===== src/rtl/core/udrb_pkg.sv =====
// ----------------------------------------------------------------------------
// UART dual ring buffer package
// Operation codes and the control and status groups of one byte ring.
// ----------------------------------------------------------------------------
package udrb_pkg;

  // Item kinds carried in the input tuser field.
  typedef enum logic [1:0] {
    OP_SERVICE = 2'd0,
    OP_WRITE   = 2'd1,
    OP_READ    = 2'd2
  } op_t;

  // Requests to one ring for the current word.
  typedef struct packed {
    logic push;
    logic pop;
  } ring_ctrl_t;

  // Occupancy flags of one ring before the current word.
  typedef struct packed {
    logic full;
    logic empty;
  } ring_stat_t;

  // Bit positions of the input tdata fields.
  localparam int IN_OVR_BIT  = 0;
  localparam int IN_DR_BIT   = 1;
  localparam int IN_THRE_BIT = 2;
  localparam int IN_RXB_LSB  = 3;
  localparam int IN_TXB_LSB  = 11;
  localparam int IN_DATA_W   = 24;

endpackage


===== src/rtl/core/uart_dual_ring_buffer.sv =====
// ----------------------------------------------------------------------------
// UART dual ring buffer
// Receive and transmit byte queues between a UART line and a host, with
// interrupt enable tracking and an overrun counter.
// ----------------------------------------------------------------------------
// Each input word is a line service event, a host write, a host read or an
// undecoded code, and gives exactly one result word. One word is accepted
// per clock unless the output stalls. Each word moves from the first stage
// to the output register. The first register stage holds the decision and
// the queue memories' registered read, the second is the output register.
// The rate is set by the single push or pop each queue takes per cycle. Store
// entries are not cleared after reset; they are only read once written.
module uart_dual_ring_buffer
  import udrb_pkg::*;
#(
  parameter int QUEUE_DEPTH = 64,
  localparam int LW         = $clog2(QUEUE_DEPTH + 1),
  localparam int OUT_W      = ((22 + 2 * LW + 32 + 7) / 8) * 8
) (
  input  logic             clk,
  input  logic             rst_n,
  input  logic             in_tvalid,
  output logic             in_tready,
  // line_overrun, line_data_ready, line_tx_empty, line_rx_byte, host_tx_byte
  input  logic [IN_DATA_W-1:0] in_tdata,
  // operation
  input  logic [1:0]       in_tuser,
  output logic             out_tvalid,
  input  logic             out_tready,
  // read_valid, read_byte, write_accepted, line_rx_taken, line_tx_valid,
  // line_tx_byte, rx_irq_enable, tx_irq_enable, rx_level, tx_level,
  // overrun_total
  output logic [OUT_W-1:0] out_tdata
);

  localparam int OUT_BITS = 22 + 2 * LW + 32;

  op_t        op;
  logic       in_acc;
  logic       adv1;
  logic       ovr_bit, dr_bit, thre_bit;
  logic [7:0] rxb, txb;

  ring_ctrl_t rx_ctrl, tx_ctrl, rx_req, tx_req;
  ring_stat_t rx_stat, tx_stat;
  logic [LW-1:0] rx_lvl_nxt, tx_lvl_nxt;
  logic [7:0]    rx_rd_byte, tx_rd_byte;

  logic        rx_en_r, rx_en_nxt;
  logic        tx_en_r, tx_en_nxt;
  logic [31:0] ovr_cnt_r, ovr_cnt_nxt;
  logic        rv, wa, taken, txv;

  // First stage registers.
  logic          v1_r;
  logic          rv1_r, wa1_r, taken1_r, txv1_r, rxen1_r, txen1_r;
  logic [LW-1:0] rxlev1_r, txlev1_r;
  logic [31:0]   ovr1_r;

  // Output register.
  logic             out_v_r;
  logic [OUT_W-1:0] out_data_r;

  // Handshake: the first stage frees when it moves into the output register.
  assign adv1      = v1_r && (!out_v_r || out_tready);
  assign in_tready = !v1_r || adv1;
  assign in_acc    = in_tvalid && in_tready;

  // Field unpacking.
  assign op       = op_t'(in_tuser);
  assign ovr_bit  = in_tdata[IN_OVR_BIT];
  assign dr_bit   = in_tdata[IN_DR_BIT];
  assign thre_bit = in_tdata[IN_THRE_BIT];
  assign rxb      = in_tdata[IN_RXB_LSB +: 8];
  assign txb      = in_tdata[IN_TXB_LSB +: 8];

  // Decision for one word against the queue state.
  always_comb begin
    rx_req      = '0;
    tx_req      = '0;
    rv          = 1'b0;
    wa          = 1'b0;
    taken       = 1'b0;
    txv         = 1'b0;
    rx_en_nxt   = rx_en_r;
    tx_en_nxt   = tx_en_r;
    ovr_cnt_nxt = ovr_cnt_r;
    unique case (op)
      OP_SERVICE: begin
        if (ovr_bit) ovr_cnt_nxt = ovr_cnt_r + 32'd1;
        if (dr_bit) begin
          if (!rx_stat.full) begin
            rx_req.push = 1'b1;
            taken       = 1'b1;
          end else begin
            rx_en_nxt = 1'b0;
          end
        end
        if (thre_bit) begin
          if (!tx_stat.empty) begin
            tx_req.pop = 1'b1;
            txv        = 1'b1;
          end else begin
            tx_en_nxt = 1'b0;
          end
        end
      end
      OP_WRITE: begin
        if (!tx_stat.full) begin
          tx_req.push = 1'b1;
          tx_en_nxt   = 1'b1;
          wa          = 1'b1;
        end
      end
      OP_READ: begin
        if (!rx_stat.empty) begin
          rx_req.pop = 1'b1;
          rx_en_nxt  = 1'b1;
          rv         = 1'b1;
        end
      end
      default: begin
      end
    endcase
  end

  assign rx_ctrl = in_acc ? rx_req : '0;
  assign tx_ctrl = in_acc ? tx_req : '0;

  udrb_ring #(.DEPTH(QUEUE_DEPTH), .LW(LW)) u_rx_ring (
    .clk       (clk),
    .rst_n     (rst_n),
    .ctrl      (rx_ctrl),
    .wr_byte   (rxb),
    .stat      (rx_stat),
    .level_nxt (rx_lvl_nxt),
    .rd_byte   (rx_rd_byte)
  );

  udrb_ring #(.DEPTH(QUEUE_DEPTH), .LW(LW)) u_tx_ring (
    .clk       (clk),
    .rst_n     (rst_n),
    .ctrl      (tx_ctrl),
    .wr_byte   (txb),
    .stat      (tx_stat),
    .level_nxt (tx_lvl_nxt),
    .rd_byte   (tx_rd_byte)
  );

  // Enable flags and overrun counter.
  always_ff @(posedge clk) begin
    if (!rst_n) begin
      rx_en_r   <= 1'b1;
      tx_en_r   <= 1'b0;
      ovr_cnt_r <= '0;
    end else if (in_acc) begin
      rx_en_r   <= rx_en_nxt;
      tx_en_r   <= tx_en_nxt;
      ovr_cnt_r <= ovr_cnt_nxt;
    end
  end

  // First stage: the result of the word minus the popped bytes.
  always_ff @(posedge clk) begin
    if (!rst_n) begin
      v1_r <= 1'b0;
    end else if (in_acc) begin
      v1_r <= 1'b1;
    end else if (adv1) begin
      v1_r <= 1'b0;
    end
  end

  always_ff @(posedge clk) begin
    if (in_acc) begin
      rv1_r    <= rv;
      wa1_r    <= wa;
      taken1_r <= taken;
      txv1_r   <= txv;
      rxen1_r  <= rx_en_nxt;
      txen1_r  <= tx_en_nxt;
      rxlev1_r <= rx_lvl_nxt;
      txlev1_r <= tx_lvl_nxt;
      ovr1_r   <= ovr_cnt_nxt;
    end
  end

  // Output register: popped bytes join the word here.
  always_ff @(posedge clk) begin
    if (!rst_n) begin
      out_v_r <= 1'b0;
    end else if (adv1) begin
      out_v_r <= 1'b1;
    end else if (out_tready) begin
      out_v_r <= 1'b0;
    end
  end

  always_ff @(posedge clk) begin
    if (adv1) begin
      out_data_r <= OUT_W'({ovr1_r, txlev1_r, rxlev1_r, txen1_r, rxen1_r,
                            (txv1_r ? tx_rd_byte : 8'd0), txv1_r, taken1_r,
                            wa1_r, (rv1_r ? rx_rd_byte : 8'd0), rv1_r});
    end
  end

  assign out_tvalid = out_v_r;
  assign out_tdata  = out_data_r;

  // A word never both reads and writes.
  a_one_host_op: assert property (@(posedge clk) disable iff (!rst_n)
    out_v_r |-> !(out_data_r[0] && out_data_r[9]))
    else $error("read and write reported in one result word");

  // An accepted write to a queue with room enables the transmit interrupt.
  a_write_enables_tx: assert property (@(posedge clk) disable iff (!rst_n)
    (in_acc && op == OP_WRITE && !tx_stat.full) |=> tx_en_r)
    else $error("accepted write did not set the transmit enable");

  // A stalled first stage keeps its word.
  a_stage_holds: assert property (@(posedge clk) disable iff (!rst_n)
    (v1_r && !adv1) |=> (v1_r && $stable(ovr1_r) && $stable(rxlev1_r)
                         && $stable(txlev1_r)))
    else $error("first stage changed while stalled");

  // Levels never exceed the queue depth.
  a_level_bound: assert property (@(posedge clk) disable iff (!rst_n)
    v1_r |-> (rxlev1_r <= LW'(QUEUE_DEPTH) && txlev1_r <= LW'(QUEUE_DEPTH)))
    else $error("queue level beyond depth");

  // The packed result fits the port.
  a_width_fits: assert property (@(posedge clk) disable iff (!rst_n)
    out_v_r |-> (OUT_BITS <= OUT_W))
    else $error("result word wider than the port");

endmodule


===== src/rtl/core/udrb_ring.sv =====
// ----------------------------------------------------------------------------
// UART dual ring buffer byte ring
// One byte queue with free-running head and tail counters, a level register
// and a registered read port.
// ----------------------------------------------------------------------------
module udrb_ring
  import udrb_pkg::*;
#(
  parameter int DEPTH = 64,
  parameter int LW    = $clog2(DEPTH + 1)
) (
  input  logic          clk,
  input  logic          rst_n,
  input  ring_ctrl_t    ctrl,
  input  logic [7:0]    wr_byte,
  output ring_stat_t    stat,
  output logic [LW-1:0] level_nxt,
  output logic [7:0]    rd_byte
);

  localparam int CW = $clog2(2 * DEPTH);
  localparam int SW = $clog2(DEPTH);
  localparam logic [CW-1:0] CTR_LAST = CW'(2 * DEPTH - 1);
  localparam logic [CW-1:0] CTR_HALF = CW'(DEPTH);
  localparam logic [LW-1:0] LVL_FULL = LW'(DEPTH);

  logic [CW-1:0] head_r, head_nxt;
  logic [CW-1:0] tail_r, tail_nxt;
  logic [LW-1:0] level_r;
  logic [SW-1:0] head_slot, tail_slot;
  logic [7:0]    store [DEPTH];
  logic [7:0]    rd_byte_r;

  // Counters run modulo twice the depth; the slot folds the upper half down.
  always_comb begin
    head_nxt  = (head_r == CTR_LAST) ? '0 : head_r + 1'b1;
    tail_nxt  = (tail_r == CTR_LAST) ? '0 : tail_r + 1'b1;
    head_slot = (head_r >= CTR_HALF) ? SW'(head_r - CTR_HALF) : SW'(head_r);
    tail_slot = (tail_r >= CTR_HALF) ? SW'(tail_r - CTR_HALF) : SW'(tail_r);
  end

  // Status before this word and level after it.
  always_comb begin
    stat.full  = (level_r == LVL_FULL);
    stat.empty = (level_r == '0);
    level_nxt  = level_r + LW'(ctrl.push) - LW'(ctrl.pop);
  end

  // Pointer and level state.
  always_ff @(posedge clk) begin
    if (!rst_n) begin
      head_r  <= '0;
      tail_r  <= '0;
      level_r <= '0;
    end else begin
      if (ctrl.push) tail_r <= tail_nxt;
      if (ctrl.pop)  head_r <= head_nxt;
      level_r <= level_nxt;
    end
  end

  // Byte store with a registered read that holds until the next pop.
  always_ff @(posedge clk) begin
    if (ctrl.push) store[tail_slot] <= wr_byte;
    if (ctrl.pop)  rd_byte_r <= store[head_slot];
  end

  assign rd_byte = rd_byte_r;

endmodule


===== config.mk =====
export PLATFORM = sky130hd
export DESIGN_NAME = uart_dual_ring_buffer
export DESIGN_NICKNAME = d
export VERILOG_FILES = /design/src/rtl/core/udrb_pkg.sv /design/src/rtl/core/uart_dual_ring_buffer.sv /design/src/rtl/core/udrb_ring.sv
export SDC_FILE = /design/constraint.sdc
export NUM_CORES = 1
export LEC_CHECK = 0
export BUFFER_PORTS_ARGS = -buffer_cell sky130_fd_sc_hd__buf_2
export CAP_MARGIN = 20
export CORE_MARGIN = 2
export CORE_UTILIZATION = 35
export CTS_CLUSTER_SIZE = 12
export DETAILED_ROUTE_END_ITERATION = 10
export GPL_TIMING_DRIVEN = 0
export SETUP_SLACK_MARGIN = 0.4
export SYNTH_ARGS = -nofsm -noshare
export SYNTH_HDL_FRONTEND = slang
export SYNTH_SLANG_ARGS = --single-unit

===== constraint.sdc =====
create_clock -name clk -period 10.5 [get_ports clk]
set_input_delay 0.525 -clock clk [delete_from_list [all_inputs] [get_ports clk]]
set_output_delay 0.525 -clock clk [all_outputs]
set_load 0.05 [all_outputs]

; ---- Word-level counts from Yosys, hierarchy flattened
; Memory sizes are Yosys's and may differ from the RTL's. A register that Yosys moved wholly into a read port is not among the register bits.
; Cells that the tools add are included.
[word_totals]
register_bits = 198
ramBits = 1024
output_inout_bits = 74
wordCells = 99
memories = 2
[memory_table]
columns = memory, words, width, rd, rd_clocked_by_memory_dff, write_ports, line_no
row1 = u_rx_ring.store, 64, 8, 1, 1, 1, udrb_ring.sv:31  ; logic [7:0] store [DEPTH];
row2 = u_tx_ring.store, 64, 8, 1, 1, 1, udrb_ring.sv:31
[classes]
addsub = 13
order_cmp = 4
eq_ne = 8
muxes = 38
n_reduce_logical = 11
[op_table]
columns = cell, count
row1 = 2-to-1 mux 32 bit, 2
row2 = "== test 7 bit, second input constant", 6
row3 = "adder 32 x 1 -> 32 bit, second input constant", 1
row4 = "adder 7 x 1 -> 7 bit, second input constant", 4
row5 = ">= comparator 7 bit, second input constant", 4
row6 = 2-to-1 mux 7 bit, 4
row7 = 2-to-1 mux 1 bit, 24
row8 = 2-to-1 mux 6 bit, 4
row9 = "subtractor 6 x 1 -> 6 bit, second input constant", 4
row10 = adder 7 x 1 -> 7 bit, 2
row11 = zero test 7 bit, 2
row12 = subtractor 7 x 1 -> 7 bit, 2
row13 = 2-to-1 mux 2 bit, 2
row14 = one-hot mux 1 bit (2 select lines), 2
row15 = nonzero test 2 bit, 2
row16 = "== test 2 x 1 -> 1 bit, second input constant", 1
row17 = "== test 2 bit, second input constant", 1
row18 = logical AND 1 bit, 2
row19 = zero test 1 bit, 2
row20 = zero test 2 bit, 1
row21 = logical OR 1 bit, 2

; ---- Logic depth before layout (Yosys ltp)
[logic_depth]
word_depth = 8
depth_mapped = 16
mapped_depth_nobuf = 16

; ---- By module
; From an unflattened synthesis, not the netlist that was laid out.
[hier_totals]
cells_unflattened = 2679
area_unflattened_um2 = 48985.7
[modules_own_cells]
columns = module, instances, cells_per_inst, area_each_um2, seq_area_each_um2
row1 = udrb_ring (u_tx_ring), 1, 1137, 21624.5, 16035.4
row2 = udrb_ring (u_rx_ring), 1, 1101, 21300.4, 16035.4
row3 = uart_dual_ring_buffer, 1, 441, 6060.8, 4324.1

; ---- Worst setup path before layout
; OpenSTA, ideal clock, no wires.
[synth_path]
kind = register to register
from = reg out_v_r (netlist: out_tvalid)
to = reg out_data_r[0] (netlist: out_tdata[0]) (enable)
setup_ps = 502
t_arrival_ps = 3712
path_slack_ps = 6286
stages_incl_launch_ff = 3
path_buffers = 0
synth_period_minus_slack_ps = 4214
path_cell_list = dfxtp_1 nor2b_1 nor2b_1
[synth_between]
elab_chain_cells = 3
[synth_lines]
columns = item, line_no
row1 = start: declaration, uart_dual_ring_buffer.sv:61  ; logic out_v_r;
row2 = start signal: assignment, uart_dual_ring_buffer.sv:191  ; out_v_r <= 1'b0;
row3 = start signal: assignment, uart_dual_ring_buffer.sv:193  ; out_v_r <= 1'b1;
row4 = start signal: assignment, uart_dual_ring_buffer.sv:195  ; out_v_r <= 1'b0;
row5 = zero test 1 bit, uart_dual_ring_buffer.sv:65  ; assign adv1 = v1_r && (!out_v_r || out_tready);
row6 = logical OR 1 bit, uart_dual_ring_buffer.sv:65
row7 = logical AND 1 bit, uart_dual_ring_buffer.sv:65
row8 = net adv1, uart_dual_ring_buffer.sv:40  ; logic adv1;
row9 = end signal: assignment, uart_dual_ring_buffer.sv:201  ; out_data_r <= OUT_W'({ovr1_r, txlev1_r, rxlev1_r, txen1_r, rxen1_r,
row10 = end: declaration, uart_dual_ring_buffer.sv:62  ; logic [OUT_W-1:0] out_data_r;
; The timed path passes the listed nets, and every way through them passes these cells.
; A chain may end at the register's enable or synchronous reset.

==> results_dict.tcl <==
set metrics [dict create \
    outcome "finished, final reports clean" \
    area_growth_pct 15.2 \
    hp-class "input port to flop" \
    skew_ns 0.0358 \
    core-area_um2 137000 \
    cts.repair_timing.setup_buffer_count 0 \
    gp_congestion 0.819 \
    nets 2896 \
    crit_fanout 3 \
    layout-drive-gt1-share_pct 20.0 \
    power.leakage_nw 17.3 \
    drc 0 \
    grt-ovfl-total 0 \
    num_rows 136 \
    criticalPathCategory "flop to flop" \
    clkTransAtPathRegs_ns 0.06 \
    synth_area_leaders "edfxtp_1 72%, mux4_2 10%, dfxtp_1 3.2%" \
    die_h_um 375 \
    grt_max_degree 65 \
    dieWidth_um 375 \
    grt_antenna_before_repair 6 \
    io_pins 104 \
    period_share_pct 37.1 \
    finalHoldViolCount 0 \
    seq_area_um2 36400 \
    drv_slew 0 \
    maxCapViolCount 0 \
    clk_latency_ns 0.76 \
    busiest_layer "met2" \
    r2r_setup_slack_ns 6.60 \
    syn-cell-area_um2 48300 \
    hold_buffers 0 \
    grt_first_pass_wirelength_um 167000 \
    num_vias 24600 \
    synth_top_area_share_pct 72.1 \
    synth_cells 2587 \
    wl_per_cell_um 24.1 \
    crit_path_end_kind "flop" \
    cts_max_path_buffers 3 \
    rsz0062_at_grt "false" \
    ir_drop_v 0.000112 \
    grtUsageTotal_pct 16.1 \
    finalCriticalPeriod_ns 3.90 \
    grt_pass1_vias 25100 \
    rr_startpoint "u_tx_ring.level_r[5]" \
    ant_nets 0 \
    finalSetupViolCount 0 \
    wl_um 114000 \
    use_met1_pct 21.9 \
    dp_hpwl_um 75500 \
    fill_cells 12200 \
    fin_hold_ws_ns 0.0905 \
    worst_slew_pin_slew_ns 1.07 \
    power_density_nw_per_um2 191 \
    r2r-end "txlev1_r[6]" \
    ctsResizeCount 0 \
    cts.sinks 1238 \
    synth_most_common_cell "edfxtp_1" \
    seqPwrFrac_pct 52.0 \
    yosys.area.top_type "edfxtp_1" \
    arrival_ns 4.40 \
    first_iter_violations 2226 \
    combPwrFrac_pct 5.9 \
    holdCritStartpoint "in_tdata[13]" \
    p_clk_share_pct 42.0 \
    via_per_inst 5.19 \
    ys.flop_type "edfxtp_1" \
    cp.required_ns 11.00 \
    holdPathStages 1 \
    cts_buffers 133 \
    holdPathEnd "u_tx_ring.store[14][2]" \
    reg2regPathDepth 16 \
    slew_headroom_pct 28.7 \
    synth_cell_types 65 \
    synth_common_cells "1160 x edfxtp_1, 222 x mux4_2, 194 x nor2_1" \
    setup_tns_ns 0 \
    syn_area_per_cell_um2 18.7 \
    io_buffers 93 \
    p_int_w 0.00828 \
    start_kind "flop" \
    p_sw_share_pct 22.2 \
    fmax_mhz 256 \
    synth_seq_area_share_pct 75.4 \
    gr-usage-met2_pct 26.4 \
    htreeDepth 4 \
    multiInputGateArea_um2 11200 \
    met3_usage_pct 2.72 \
    start_util_pct 35.2 \
    synthArstFlopShare_pct 0 \
    synth_edf_count 1160 \
    cts_tree "done" \
    dr.pass1.iters 6 \
    yosysWarnings 0 \
    yosys_register_bits 1238 \
    switchingPower_w 0.00236 \
    dieArea_um2 141000 \
    clk_root_buffer_cell "clkbuf_16" \
]
-- cell families (layout without fill, tap and decap cells) --
family | after synthesis | after routing | share of synthesized area, %
compound gates | 205 | 205 | 2.92
simple gates | 551 | 551 | 5.62
other cells | 1 | 6 | 0.00777
mux | 319 | 319 | 12.4
buf+inv | 160 | 507 | 1.42
xor+xnor | 88 | 88 | 1.60
flops | 1238 | 1238 | 75.4
fa+ha+maj | 25 | 25 | 0.679
-- sequential cells by signal, indices dropped and copies added, names as in the netlist, 7 cells and up --
register	count
ovr1_r	32
u_rx_ring.head_r	7
txlev1_r	7
u_rx_ring.tail_r	7
u_tx_ring.store	512
u_tx_ring.tail_r	7
u_tx_ring.head_r	7
u_rx_ring.level_r	7
ovr_cnt_r	32
u_tx_ring.rd_byte	8
u_rx_ring.store	512
rxlev1_r	7
u_rx_ring.rd_byte	8
u_tx_ring.level_r	7
out_tdata	68
-- how the worst max path moves through the flow --
stage,startpoint,endpoint,slack [ns],cells after the start
6_report,u_tx_ring.level_r[5],txlev1_r[6],6.60,16
2_1_floorplan,out_tvalid,out_tdata[0],6.29,2
3_5_place_dp,out_tready,txlev1_r[6],6.35,17
5_1_grt,u_tx_ring.level_r[4],txlev1_r[6],6.22,16
3_3_place_gp,out_tready,out_tdata[3],3.36,3
4_1_cts,u_tx_ring.level_r[5],txlev1_r[6],6.59,16
-- power by group through the flow --
stage	logic [W]	clock network (W)	registers [W]
after global placement	0.000602	0	0.00565
after detailed placement	0.000624	0	0.00564
final	0.000628	0.00447	0.00554
after floorplan	0.000336	0	0.00569
after global routing	0.000688	0.00475	0.00554
after CTS	0.000629	0.00456	0.00554
-- cell usage in the layout (no fill, tap or decap), types with 51 or more instances in the layout --
cell	instances
buf_2	130
clkbuf_1	105
nand2_1	99
clkbuf_16	133
xnor2_1	51
and2_1	62
nor2_1	194
dfxtp_1	78
edfxtp_1	1160
mux2i_1	85
mux4_2	222
-- metrics by stage --
step | util (%) | cells | area [um^2] | power, W | setup slack, ns
after floorplan | - | 2590 | 48300 | 0.00602 | 6.29
after global placement | 37.2 | 4477 | 51000 | 0.00625 | 3.36
after detailed placement | 37.4 | 4492 | 51400 | 0.00627 | 6.35
after CTS | 40.5 | 4723 | 55500 | 0.0107 | 6.59
after global routing | 40.6 | 4732 | 55600 | 0.0110 | 6.22
final | 40.6 | 4733 | 55600 | 0.0106 | 6.60
-- worst max-delay path, cell delays in order (launching register included) --
cell      delay [ns]
dfxtp_1         0.32
inv_1           0.08
ha_1            0.14
nor4bb_1        0.69
nor2b_1         0.39
nor3_4          0.11
ha_1            0.32
inv_1           0.05
ha_1            0.15
inv_1           0.06
fa_1            0.41
nand2b_1        0.16
a21oi_1         0.18
o21ai_0         0.10
a21oi_1         0.20
o21ai_0         0.12
and2_1          0.15
-- layout make-up --
cell class / count / area share [%]
Clock buffer: 187 / 6.53
Timing Repair Buffer: 116 / 1.68
Tap cell: 1794 / 4.03
Sequential cell: 1238 / 65.4
Inverter: 32 / 0.216
Multi-Input combinational cell: 1192 / 20.2
Buffer: 128 / 1.02
Clock inverter: 44 / 0.904
Antenna cell: 2 / 0.00900
-- metal layers --
metal | wire length (um) | part of all wire, %
met1 | 48300 | 42
met2 | 55700 | 49
met3 | 6960 | 6.1
met4 | 3260 | 2.9
met5 | 0 | 0
No activity file was read; power rests on OpenSTA's default activity.
